File: src/rtl/core/bdwr_pkg.sv
`timescale 1ns / 1ps
`default_nettype none
// ----------------------------------------------------------------------------
// bdwr_pkg: shared types and helpers for the draw-without-replacement block
// Word layouts, operation codes, controller command and status bundles, and
// the small bit-count and bit-select functions of the byte scan.
// ----------------------------------------------------------------------------
package bdwr_pkg;

	localparam logic [2:0] OP_DRAW  = 3'd0;
	localparam logic [2:0] OP_CLEAR = 3'd1;
	localparam logic [2:0] OP_LOAD  = 3'd2;
	localparam logic [2:0] OP_MARK  = 3'd3;
	localparam logic [2:0] OP_QUERY = 3'd4;

	typedef struct packed {
		logic [2:0] operation;
		logic [8:0] rank;
		logic [8:0] item_index;
		logic [5:0] byte_address;
		logic [7:0] byte_value;
	} req_word_t;

	typedef struct packed {
		logic [8:0] drawn_item;
		logic [9:0] unused_count;
		logic       used_flag;
	} rsp_word_t;

	typedef struct packed {
		logic capture;
		logic sweep;
		logic set_full;
		logic rd_single;
		logic update;
		logic prep;
		logic scan;
		logic finish;
	} cmd_t;

	typedef struct packed {
		logic sweep_last;
		logic count_zero;
		logic found;
		logic out_free;
	} sts_t;

	function automatic logic [3:0] popcount8(input logic [7:0] v);
		logic [3:0] c;
		c = 4'd0;
		for (int k = 0; k < 8; k++)
			c = c + {3'b000, v[k]};
		return c;
	endfunction

	// position of the n-th set bit of v, counting from bit zero
	function automatic logic [2:0] nth_set(input logic [7:0] v, input logic [2:0] n);
		logic [3:0] seen;
		logic [2:0] pos;
		seen = 4'd0;
		pos  = 3'd0;
		for (int k = 0; k < 8; k++) begin
			if (v[k]) begin
				if (seen == {1'b0, n})
					pos = 3'(k);
				seen = seen + 4'd1;
			end
		end
		return pos;
	endfunction

endpackage
`default_nettype wire

File: src/rtl/core/bdwr_ram.sv
`timescale 1ns / 1ps
`default_nettype none
// ----------------------------------------------------------------------------
// bdwr_ram: generic simple dual-port RAM
// One write port and one read port with registered read data.
// ----------------------------------------------------------------------------
module bdwr_ram #(
	parameter int WIDTH = 8,
	parameter int DEPTH = 64,
	parameter int AW    = (DEPTH > 1) ? $clog2(DEPTH) : 1
) (
	input  wire logic             clk,
	input  wire logic             we,
	input  wire logic [AW-1:0]    waddr,
	input  wire logic [WIDTH-1:0] wdata,
	input  wire logic             re,
	input  wire logic [AW-1:0]    raddr,
	output logic      [WIDTH-1:0] rdata
);

	logic [WIDTH-1:0] mem_q [DEPTH];

	always_ff @(posedge clk) begin
		if (we)
			mem_q[waddr] <= wdata;
		if (re)
			rdata <= mem_q[raddr];
	end

endmodule
`default_nettype wire

File: src/rtl/core/bdwr_ctrl.sv
`timescale 1ns / 1ps
`default_nettype none
// ----------------------------------------------------------------------------
// bdwr_ctrl: operation sequencer
// Accepts one request word at a time and steps the datapath through sweep,
// single-byte update or rank scan, then hands the result to the output stage.
// ----------------------------------------------------------------------------
module bdwr_ctrl (
	input  wire logic            clk,
	input  wire logic            arst_n,
	input  wire logic            req_valid,
	input  wire logic [2:0]      op,
	output logic                 req_stall,
	input  wire bdwr_pkg::sts_t  sts,
	output bdwr_pkg::cmd_t       cmd
);
	import bdwr_pkg::*;

	typedef enum logic [6:0] {
		S_CLEAR  = 7'b0000001,
		S_IDLE   = 7'b0000010,
		S_READ   = 7'b0000100,
		S_UPDATE = 7'b0001000,
		S_PREP   = 7'b0010000,
		S_SCAN   = 7'b0100000,
		S_DONE   = 7'b1000000
	} state_t;

	state_t state_q, state_d;
	logic   pend_q, pend_d;
	logic   reply_q, reply_d;

	assign req_stall = (state_q != S_IDLE);

	always_comb begin
		state_d = state_q;
		pend_d  = pend_q;
		reply_d = reply_q;
		cmd     = '0;
		unique case (state_q)
			S_CLEAR: begin
				cmd.sweep = 1'b1;
				if (sts.sweep_last) begin
					cmd.set_full = 1'b1;
					pend_d       = 1'b0;
					reply_d      = 1'b0;
					if (pend_q)
						state_d = S_PREP;
					else if (reply_q)
						state_d = S_DONE;
					else
						state_d = S_IDLE;
				end
			end
			S_IDLE: begin
				if (req_valid) begin
					cmd.capture = 1'b1;
					unique case (op)
						OP_DRAW: begin
							pend_d  = sts.count_zero;
							reply_d = 1'b1;
							state_d = sts.count_zero ? S_CLEAR : S_PREP;
						end
						OP_CLEAR: begin
							pend_d  = 1'b0;
							reply_d = 1'b1;
							state_d = S_CLEAR;
						end
						OP_LOAD, OP_MARK, OP_QUERY: state_d = S_READ;
						default: state_d = S_DONE;
					endcase
				end
			end
			S_READ: begin
				cmd.rd_single = 1'b1;
				state_d       = S_UPDATE;
			end
			S_UPDATE: begin
				cmd.update = 1'b1;
				state_d    = S_DONE;
			end
			S_PREP: begin
				cmd.prep = 1'b1;
				state_d  = S_SCAN;
			end
			S_SCAN: begin
				cmd.scan = 1'b1;
				if (sts.found)
					state_d = S_DONE;
			end
			S_DONE: begin
				if (sts.out_free) begin
					cmd.finish = 1'b1;
					state_d    = S_IDLE;
				end
			end
			default: state_d = S_CLEAR;
		endcase
	end

	always_ff @(posedge clk or negedge arst_n) begin
		if (!arst_n) begin
			state_q <= S_CLEAR;
			pend_q  <= 1'b0;
			reply_q <= 1'b0;
		end else begin
			state_q <= state_d;
			pend_q  <= pend_d;
			reply_q <= reply_d;
		end
	end

endmodule
`default_nettype wire

File: src/rtl/core/bdwr_dp.sv
`timescale 1ns / 1ps
`default_nettype none
// ----------------------------------------------------------------------------
// bdwr_dp: used-map datapath
// Map RAM, unused-item count, rank scan over map bytes, single-byte update
// and the output register.
// ----------------------------------------------------------------------------
module bdwr_dp #(
	parameter int ITEM_COUNT = 512,
	parameter int MAP_BYTES  = 64
) (
	input  wire logic                clk,
	input  wire logic                arst_n,
	input  wire bdwr_pkg::req_word_t req,
	input  wire bdwr_pkg::cmd_t      cmd,
	output bdwr_pkg::sts_t           sts,
	output logic                     rsp_valid,
	input  wire logic                rsp_stall,
	output bdwr_pkg::rsp_word_t      rsp
);
	import bdwr_pkg::*;

	localparam int LIM = (ITEM_COUNT < MAP_BYTES * 8) ? ITEM_COUNT : MAP_BYTES * 8;
	localparam int AW  = (MAP_BYTES > 1) ? $clog2(MAP_BYTES) : 1;
	localparam int CW  = $clog2(LIM + 1);

	function automatic logic [7:0] vmask(input logic [AW-1:0] b);
		logic [7:0] m;
		int         base;
		base = int'(b) * 8;
		for (int k = 0; k < 8; k++)
			m[k] = (base + k) < LIM;
		return m;
	endfunction

	// captured request
	logic [2:0]    op_q;
	logic [8:0]    rank_q;
	logic [8:0]    idx_q;
	logic [5:0]    addr_q;
	logic [7:0]    value_q;

	logic [CW-1:0] count_q;
	logic [CW-1:0] r_q;
	logic [AW-1:0] wa_q;
	logic [AW-1:0] ra_q;
	logic [AW-1:0] eb_s1;
	logic          rdv_s1;
	logic [8:0]    drawn_q;
	logic          flag_q;
	logic          out_valid_q;
	rsp_word_t     out_q;

	logic          we, re;
	logic [AW-1:0] waddr, raddr;
	logic [7:0]    wdata, rdata;

	bdwr_ram #(
		.WIDTH(8),
		.DEPTH(MAP_BYTES),
		.AW   (AW)
	) u_map (
		.clk  (clk),
		.we   (we),
		.waddr(waddr),
		.wdata(wdata),
		.re   (re),
		.raddr(raddr),
		.rdata(rdata)
	);

	// single-byte operations
	logic [AW-1:0] sel_addr;
	logic          idx_ok, addr_ok, cur_bit;
	logic [7:0]    load_v, mark_v;
	logic [CW:0]   load_cnt;

	assign sel_addr = (op_q == OP_LOAD) ? AW'(addr_q) : AW'(idx_q[8:3]);
	assign idx_ok   = 32'(idx_q) < LIM;
	assign addr_ok  = 32'(addr_q) < MAP_BYTES;
	assign cur_bit  = rdata[idx_q[2:0]];
	assign load_v   = value_q & vmask(AW'(addr_q));
	assign mark_v   = rdata | (8'd1 << idx_q[2:0]);
	assign load_cnt = (CW+1)'(count_q) + (CW+1)'(popcount8(rdata))
		- (CW+1)'(popcount8(load_v));

	// rank scan
	logic [7:0]    free_v;
	logic [3:0]    free_cnt;
	logic          hit;
	logic [2:0]    hit_bit;
	logic [CW+8:0] rank_x, cnt_x;
	logic [CW-1:0] r_sat;

	assign free_v   = ~rdata & vmask(eb_s1);
	assign free_cnt = popcount8(free_v);
	assign hit      = (CW+4)'(r_q) < (CW+4)'(free_cnt);
	assign hit_bit  = nth_set(free_v, 3'(r_q));
	assign rank_x   = (CW+9)'(rank_q);
	assign cnt_x    = (CW+9)'(count_q);
	assign r_sat    = (rank_x >= cnt_x) ? count_q - CW'(1) : CW'(rank_q);

	assign sts.sweep_last = (wa_q == AW'(MAP_BYTES - 1));
	assign sts.count_zero = (count_q == '0);
	assign sts.found      = rdv_s1 & hit;
	assign sts.out_free   = !out_valid_q || !rsp_stall;

	always_comb begin
		we    = 1'b0;
		waddr = sel_addr;
		wdata = 8'd0;
		priority if (cmd.sweep) begin
			we    = 1'b1;
			waddr = wa_q;
		end else if (cmd.update) begin
			unique case (op_q)
				OP_LOAD: begin
					we    = addr_ok;
					wdata = load_v;
				end
				OP_MARK: begin
					we    = idx_ok & !cur_bit;
					wdata = mark_v;
				end
				default: we = 1'b0;
			endcase
		end else if (cmd.scan && rdv_s1 && hit) begin
			we    = 1'b1;
			waddr = eb_s1;
			wdata = rdata | (8'd1 << hit_bit);
		end else begin
			we = 1'b0;
		end
	end

	assign re    = cmd.rd_single | cmd.scan;
	assign raddr = cmd.scan ? ra_q : sel_addr;

	always_ff @(posedge clk or negedge arst_n) begin
		if (!arst_n) begin
			count_q     <= CW'(LIM);
			wa_q        <= '0;
			ra_q        <= '0;
			rdv_s1      <= 1'b0;
			out_valid_q <= 1'b0;
		end else begin
			if (cmd.sweep)
				wa_q <= sts.sweep_last ? '0 : wa_q + AW'(1);
			if (cmd.prep)
				ra_q <= '0;
			else if (cmd.scan)
				ra_q <= ra_q + AW'(1);
			rdv_s1 <= cmd.scan;
			priority if (cmd.set_full)
				count_q <= CW'(LIM);
			else if (cmd.update && op_q == OP_LOAD && addr_ok)
				count_q <= CW'(load_cnt);
			else if (cmd.update && op_q == OP_MARK && idx_ok && !cur_bit)
				count_q <= count_q - CW'(1);
			else if (cmd.scan && rdv_s1 && hit)
				count_q <= count_q - CW'(1);
			else
				count_q <= count_q;
			if (cmd.finish)
				out_valid_q <= 1'b1;
			else if (!rsp_stall)
				out_valid_q <= 1'b0;
		end
	end

	always_ff @(posedge clk) begin
		if (cmd.capture) begin
			op_q    <= req.operation;
			rank_q  <= req.rank;
			idx_q   <= req.item_index;
			addr_q  <= req.byte_address;
			value_q <= req.byte_value;
			drawn_q <= 9'd0;
			flag_q  <= 1'b0;
		end
		if (cmd.prep)
			r_q <= r_sat;
		else if (cmd.scan && rdv_s1 && !hit)
			r_q <= r_q - CW'(free_cnt);
		if (cmd.scan)
			eb_s1 <= ra_q;
		if (cmd.scan && rdv_s1 && hit)
			drawn_q <= 9'({eb_s1, hit_bit});
		if (cmd.update && op_q == OP_QUERY)
			flag_q <= !idx_ok || cur_bit;
		if (cmd.finish) begin
			out_q.drawn_item   <= drawn_q;
			out_q.unused_count <= 10'(count_q);
			out_q.used_flag    <= flag_q;
		end
	end

	assign rsp_valid = out_valid_q;
	assign rsp       = out_q;

endmodule
`default_nettype wire

File: src/rtl/core/bitmap_draw_without_replacement.sv
`timescale 1ns / 1ps
`default_nettype none
// ----------------------------------------------------------------------------
// bitmap_draw_without_replacement: used-item map with draw by rank
// Draws the rank-th unused item and marks it used; also clears, loads,
// marks and queries the map, reporting the unused count after each word.
// ----------------------------------------------------------------------------
//  channel  | direction | handshake              | word
//  req      | in        | req_valid / req_stall  | operation, rank, item_index,
//           |           |                        | byte_address, byte_value
//  rsp      | out       | rsp_valid / rsp_stall  | drawn_item, unused_count, used_flag
//
//  One request word is in flight at a time; the map RAM gives one byte per cycle.
//  Load, mark, query: read the byte, then update it. Unknown operation: result only.
//  Clear: a zeroing sweep of all MAP_BYTES bytes. Draw: scans the map bytes in order
//  from byte zero up to the hit byte; on an exhausted map a zeroing sweep runs first.
//  After reset the same sweep runs before the first word is taken.
//  A stalled result sits in the output register while the next word is accepted.
// ----------------------------------------------------------------------------
module bitmap_draw_without_replacement #(
	parameter int ITEM_COUNT = 512,
	parameter int MAP_BYTES  = 64
) (
	input  wire logic                clk,
	input  wire logic                arst_n,
	input  wire logic                req_valid,
	output logic                     req_stall,
	input  wire bdwr_pkg::req_word_t req,
	output logic                     rsp_valid,
	input  wire logic                rsp_stall,
	output bdwr_pkg::rsp_word_t      rsp
);
	import bdwr_pkg::*;

	cmd_t cmd;
	sts_t sts;

	bdwr_ctrl u_ctrl (
		.clk      (clk),
		.arst_n   (arst_n),
		.req_valid(req_valid),
		.op       (req.operation),
		.req_stall(req_stall),
		.sts      (sts),
		.cmd      (cmd)
	);

	bdwr_dp #(
		.ITEM_COUNT(ITEM_COUNT),
		.MAP_BYTES (MAP_BYTES)
	) u_dp (
		.clk      (clk),
		.arst_n   (arst_n),
		.req      (req),
		.cmd      (cmd),
		.sts      (sts),
		.rsp_valid(rsp_valid),
		.rsp_stall(rsp_stall),
		.rsp      (rsp)
	);

endmodule
`default_nettype wire
File: config.mk
export PLATFORM = sky130hd
export DESIGN_NAME = bitmap_draw_without_replacement
export DESIGN_NICKNAME = d
export VERILOG_FILES = /design/src/rtl/core/bdwr_pkg.sv /design/src/rtl/core/bdwr_ram.sv /design/src/rtl/core/bdwr_ctrl.sv /design/src/rtl/core/bdwr_dp.sv /design/src/rtl/core/bitmap_draw_without_replacement.sv
export SDC_FILE = /design/constraint.sdc
export NUM_CORES = 1
export LEC_CHECK = 0
export BUFFER_PORTS_ARGS = -buffer_cell sky130_fd_sc_hd__buf_2
export CAP_MARGIN = 20
export CORE_UTILIZATION = 24
export DETAILED_ROUTE_END_ITERATION = 10
export PLACE_DENSITY = 0.45
export SETUP_SLACK_MARGIN = 0.2
export SLEW_MARGIN = 15
export SYNTH_ARGS = -nofsm -noshare
export SYNTH_HDL_FRONTEND = slang
export SYNTH_SLANG_ARGS = --single-unit
File: constraint.sdc
create_clock -name clk -period 27.1 [get_ports clk]
set_clock_uncertainty 0.1 [all_clocks]
set_input_delay 4.065 -clock clk [delete_from_list [all_inputs] [get_ports clk]]
set_output_delay 4.065 -clock clk [all_outputs]
set_load 0.05 [all_outputs]
==> impl_metrics.toml, run 1 <==
[outcome]
status = "complete, no violations"

[sta]
hold_viol_final = 0
relSlewSlack_pct = 31.13
finalSetupViolCount = 0
tns_ns = 0
grt_setup_unrepaired = "no"
timing.hold.ws_ns = 0.3316
fin_crit_ns = 7.338
slew_viol_final = 0
finalCritPeriodShare_pct = 27.08
worst_pin_slew_ns = 1.033
fmax_ghz = 0.1363
setup_ws_ns = 19.76

[power]
leakage_nw = 10.92
powerDensity_nw_per_um2 = 84.64
peakVddDrop_v = 0.00004528
seq_power_share_pct = 42.4
p_sw_mw = 0.7988
swShare_pct = 29.17
combPwrFrac_pct = 19.6
clockPowerShare_pct = 38.0
p_int_mw = 1.940
total_power_mw = 2.739

[min_path]
hp-class = "reg -> reg"

[clock_tree]
holdBufCountCts = 0
clk_path_buf_depth = 3
tritoncts = "done"
cts-root-buf = "clkbuf_16"
htreeDepth = 3
cts_buffers = 73
cts_resized = 0
cts_sinks = 634
post-cts-setup-buffers = 0
clk_latency_ns = 0.63
clk_pin_slew_ns = 0.06

[floorplan]
die_area_um2 = 117500
rows = 124
dieWidth_um = 342.8
die_h_um = 342.8
ios = 61
core_um2 = 114800
start_util_pct = 24.28

[routing]
wl_per_cell_um = 21.51
dr.pass1.iters = 6
vias = 16360
first_iter_violations = 1447
drt-total-wl_um = 76140
final_antenna_net_count = 0
routed_via_density = 4.623
drc = 0

[grt]
grt-ovfl-total = 0
antenna_found_initial = 0
grt_pass1_wl_um = 112300
grt_max_degree = 105
grt_usage_pct = 12.86
grt_pass1_vias = 16780

[final_layout]
drive_above_1_share_pct = 14.60
n_antenna_cell = 0
fillers = 11580
final_cells = 3539
finish.utilization_pct = 28.18
fin_nets = 2072
area_delta_synth_final_pct = 16.07
fin_area_um2 = 32360

[setup_path]
crit_buf_inv = 3
max_stage_delay_ns = 0.84
path_cells = "inv_1, fa_1, inv_1, fa_1, fa_1, fa_1, fa_1, a21o_1, a2111oi_2, nand3_1, buf_4, mux2_2, nor2_1, nor2_1, nand4_1, nor2_1"
setup.worst_path.start_class = "register"
slowest_stage = "nor2_1"
cp_max_fo = 21
cp.required_ns = 27.24
cp_top_family = "adder cells"
cpMostUsedCell = "fa_1"
crit_path_end_kind = "register"
cp.arrival_ns = 7.48
crit_type = "reg -> reg"

[synthesis]
mappedNetlistNets = 2007
syn_area_per_cell_um2 = 14.63
synth_ff_type = "edfxtp_1"
synth.area.top_cells = "edfxtp_1, mux4_2, nand2_1"
ys_seq_area_share_pct = 67.71
synth_common_cells = "edfxtp_1, nand2_1, nor2_1"
yosysMostFrequentCell = "edfxtp_1"
async_flop_share_pct = 5.205
yosysWarningCount = 0
syn_area_um2 = 27880
synth_top_area_share_pct = 64.74
ys_ff_latch = 634
synth_edf_count = 601
synthCells = 1905
synth_cell_types = 85
synth_top_cell_by_area = "edfxtp_1"

[placed_design]
gp_congestion = 0.8777
dp_hpwl_um = 48970
portBuffers = 60
dp_cells = 3406
pre_cts_slack_ns = 19.78
placedInstanceArea_um2 = 29810

[job]
maxCapViolCount = 0
-- cell type report --
| cell class | count | area [um2] | area share, % |
|---|---|---|---|
| well taps | 1512 | 1892 | 5.847 |
| flip-flops and latches | 634 | 18880 | 58.33 |
| multi-input cells | 1105 | 8255 | 25.51 |
| repair buffers | 88 | 550.5 | 1.701 |
| clock buffers | 89 | 1959 | 6.055 |
| inverters | 68 | 255.2 | 0.7888 |
| clock inverters | 43 | 569.3 | 1.759 |
-- cells in the final DEF, fill, tap and decap left out, types with 12 or more instances in the layout --
cell type,count
a22oi_1,32
mux2i_1,48
buf_4,25
a21oi_1,46
inv_1,67
xor2_1,21
a31oi_1,59
ha_1,46
mux4_1,15
nand2_1,275
edfxtp_1,601
clkbuf_16,75
o21ai_0,28
nor2_1,124
xnor2_1,30
nand3_1,78
bufinv_16,12
a32oi_1,25
mux4_2,51
fa_1,17
buf_2,60
dfrtp_1,31
-- logic make-up after synthesis --
family | synth area share (%)
fa+ha+maj | 3.285
mux | 7.778
buf+inv | 2.967
simple gates | 9.340
compound gates | 6.912
xor+xnor | 2.011
flops | 67.71
-- power by group through the flow --
stage	Combinational (mW)	Clock (mW)	Sequential, mW
final	0.537	1.04	1.16
after floorplan	0.377	0	1.17
after CTS	0.541	1.07	1.16
after global placement	0.533	0	1.18
after global routing	0.592	1.10	1.17
after detailed placement	0.537	0	1.18
-- path summary, 6_finish.rpt --
check | from | to | slack, ns | cells after the start
max | u_dp.u_map.rdata[4]$_DFFE_PP_ | u_dp.u_map.mem_q[12][4]$_DFFE_PP_ | 19.76 | 16
min | u_dp.drawn_q[1]$_SDFFCE_PN0P_ | u_dp.rsp[12]$_DFFE_PP_ | 0.33 | 0
max reg2reg | u_dp.u_map.rdata[4]$_DFFE_PP_ | u_dp.u_map.mem_q[12][4]$_DFFE_PP_ | 19.76 | 16
min reg2reg | u_dp.drawn_q[1]$_SDFFCE_PN0P_ | u_dp.rsp[12]$_DFFE_PP_ | 0.33 | 0
max in group asynchronous | arst_n | u_dp.count_q[2]$_DFFE_PN0P_ | 22.87 | 1
min in group asynchronous | arst_n | u_ctrl.state_q[4]$_DFFE_PN0P_ | 3.46 | 1
-- state kept, by name (all words and copies together), names as in the netlist --
name,cells
u_ctrl.pend_q,1
u_ctrl.reply_q,1
u_ctrl.state_q,7
u_dp.addr_q,6
u_dp.count_q,10
u_dp.drawn_q,9
u_dp.eb_s1,6
u_dp.flag_q,1
u_dp.idx_q,9
u_dp.op_q,3
u_dp.r_q,10
u_dp.ra_q,6
u_dp.rank_q,9
u_dp.rdv_s1,1
u_dp.rsp,20
u_dp.rsp_valid,1
u_dp.u_map.mem_q,512
u_dp.u_map.rdata,8
u_dp.value_q,8
u_dp.wa_q,6
-- routing by layer --
layer	wire length (um)	GRT usage, %	part of all wire [%]	vias to the layer above
met3	4028	2.189	5.3	96
li1	-	-	-	7400
met1	34800	17.83	46	8387
met4	1880	3.999	2.5	0
met5	0	0	0	-
met2	35430	20.41	47	478
Power figures use the tool's default switching activity.
==> run 2, diff against run 1 <==
Settings changed: PLACE_DENSITY 0.45 to 0.46.
Clock period 27.1 ns to 6.5 ns, I/O delays scaled along.
==> impl_metrics.toml, run 2 (synthesized netlist as in run 1, its figures left out) <==
[outcome]
status = "complete, no violations"

[power]
p_sw_mw = 3.325
powerDensity_nw_per_um2 = 337.7
seq_power_share_pct = 43.6
swShare_pct = 29.99
p_int_mw = 7.762
peakVddDrop_v = 0.0001844
clockPowerShare_pct = 35.0
total_power_mw = 11.09
leakage_nw = 11.24
combPwrFrac_pct = 21.4

[sta]
finalCritPeriodShare_pct = 92.55
slew_viol_final = 0
fin_crit_ns = 6.016
finalSetupViolCount = 0
setup_ws_ns = 0.4843
tns_ns = 0
relSlewSlack_pct = 32.75
worst_pin_slew_ns = 1.009
fmax_ghz = 0.1662
hold_viol_final = 0
grt_setup_unrepaired = "no"

[grt]
grt_pass1_vias = 17070
grt_pass1_wl_um = 113200
grt-ovfl-total = 0
antenna_found_initial = 0
grt_max_degree = 105
grt_usage_pct = 12.88

[floorplan]
die_h_um = 342.8
ios = 61
rows = 124
core_um2 = 114800
die_area_um2 = 117500
start_util_pct = 24.28
dieWidth_um = 342.8

[clock_tree]
clk_pin_slew_ns = 0.06
cts_resized = 0
holdBufCountCts = 0
clk_latency_ns = 0.62
htreeDepth = 3
tritoncts = "done"
cts_sinks = 634
post-cts-setup-buffers = 0
clk_path_buf_depth = 3
cts_buffers = 72
cts-root-buf = "clkbuf_16"

[routing]
final_antenna_net_count = 0
dr.pass1.iters = 6
drc = 0
vias = 16600
wl_per_cell_um = 21.01
routed_via_density = 4.589
first_iter_violations = 1397
drt-total-wl_um = 76030

[final_layout]
final_common_cell = "edfxtp_1"
final_cells = 3618
fillers = 11550
multi_input_area_um2 = 8302
top_register = "u_dp.u_map.mem_q"
seq_area_um2 = 18880
finish.utilization_pct = 28.59
drive_above_1_share_pct = 17.71
largest_reg_flops = 512
final_cell_mix = "edfxtp_1, nand2_1, nor2_1, buf_4, nand3_1"
fin_nets = 2154
area_delta_synth_final_pct = 17.76
n_antenna_cell = 0

[placed_design]
pre_cts_slack_ns = 0.3285
dp_cells = 3489
gp_congestion = 0.9092
portBuffers = 60
dp_hpwl_um = 49890

[setup_path]
crit_type = "reg -> reg"
cp_max_fo = 9
crit_path_end_kind = "register"
cp.arrival_ns = 6.22
setup.worst_path.start_class = "register"
cp.required_ns = 6.70

[min_path]
hp-class = "reg -> reg"

[job]
maxCapViolCount = 0
run 2: changes by cell type in the layout (fill, tap and decap cells not counted), moves of 2 or more:
cell and change:
clkbuf_8 -3, clkbuf_1 +3, inv_6 -2, clkinv_1 +4, buf_4 +76, clkinv_2 -2
nor2_1 -4, nor2_2 +4, clkinvlp_4 +5, inv_16 -2, clkinv_8 +2, bufinv_16 -9
buf_12 +9
run 2: metal layers:
metal  wire (um)  vias to the layer above  share of wire (%)  GRT usage [%]
met2       36460                      519                 48          21.14
met5           0                        -                  0              0
li1            -                     7559                  -              -
met4        1519                        0                2.0          3.748
met3        4421                       93                5.8          2.416
met1       33630                     8433                 44          17.22
run 2: power groups by stage:
stage	clock network (mW)	registers [mW]	logic, mW
2_1_floorplan	0	4.87	1.57
3_3_place_gp	0	4.91	2.31
3_5_place_dp	0	4.91	2.34
4_1_cts	3.99	4.83	2.36
5_1_grt	4.14	4.85	2.60
6_report	3.88	4.83	2.37
run 2: layout make-up:
cell class                      instances  area share (%)
Multi-Input combinational cell       1105           25.29
Tap cell                             1512           5.763
Clock buffer                           89           5.877
Timing Repair Buffer                  171           3.834
Sequential cell                       634           57.50
Clock inverter                         39          0.9643
Inverter                               68          0.7775
run 2: final timing paths:
check / cells after the start / end / slack (ns) / startpoint
min reg2reg: 0 / u_dp.rsp[15]$_DFFE_PP_ / 0.32 / u_dp.drawn_q[4]$_SDFFCE_PN0P_
max: 18 / u_dp.u_map.mem_q[37][3]$_DFFE_PP_ / 0.48 / u_dp.u_map.rdata[0]$_DFFE_PP_
max reg2reg: 18 / u_dp.u_map.mem_q[37][3]$_DFFE_PP_ / 0.48 / u_dp.u_map.rdata[0]$_DFFE_PP_
max in group asynchronous: 1 / u_dp.count_q[3]$_DFFE_PN0P_ / 5.34 / arst_n
min in group asynchronous: 1 / u_dp.wa_q[2]$_DFFE_PN0P_ / 0.38 / arst_n
min: 0 / u_dp.rsp[15]$_DFFE_PP_ / 0.32 / u_dp.drawn_q[4]$_SDFFCE_PN0P_
run 2: worst max-delay path, stage by stage (launching register included):
cell       delay, ns
edfxtp_1        0.38
inv_1           0.10
ha_1            0.26
fa_1            0.49
inv_1           0.05
fa_1            0.45
fa_1            0.42
fa_1            0.54
fa_1            0.42
a21o_1          0.23
a2111oi_4       0.40
nand3_1         0.20
buf_4           0.25
mux2_2          0.23
nor2_1          0.05
nor2_1          0.37
nand3_1         0.35
nor2_1          0.22
buf_4           0.20
run 2: metrics by stage:
step,hold slack (ns),area (um2)
floorplan,0.3003,27910
global route,0.3346,32830
CTS,0.3172,32770
detailed placement,0.3158,30530
global placement,0.3038,30530
finish,0.3209,32830
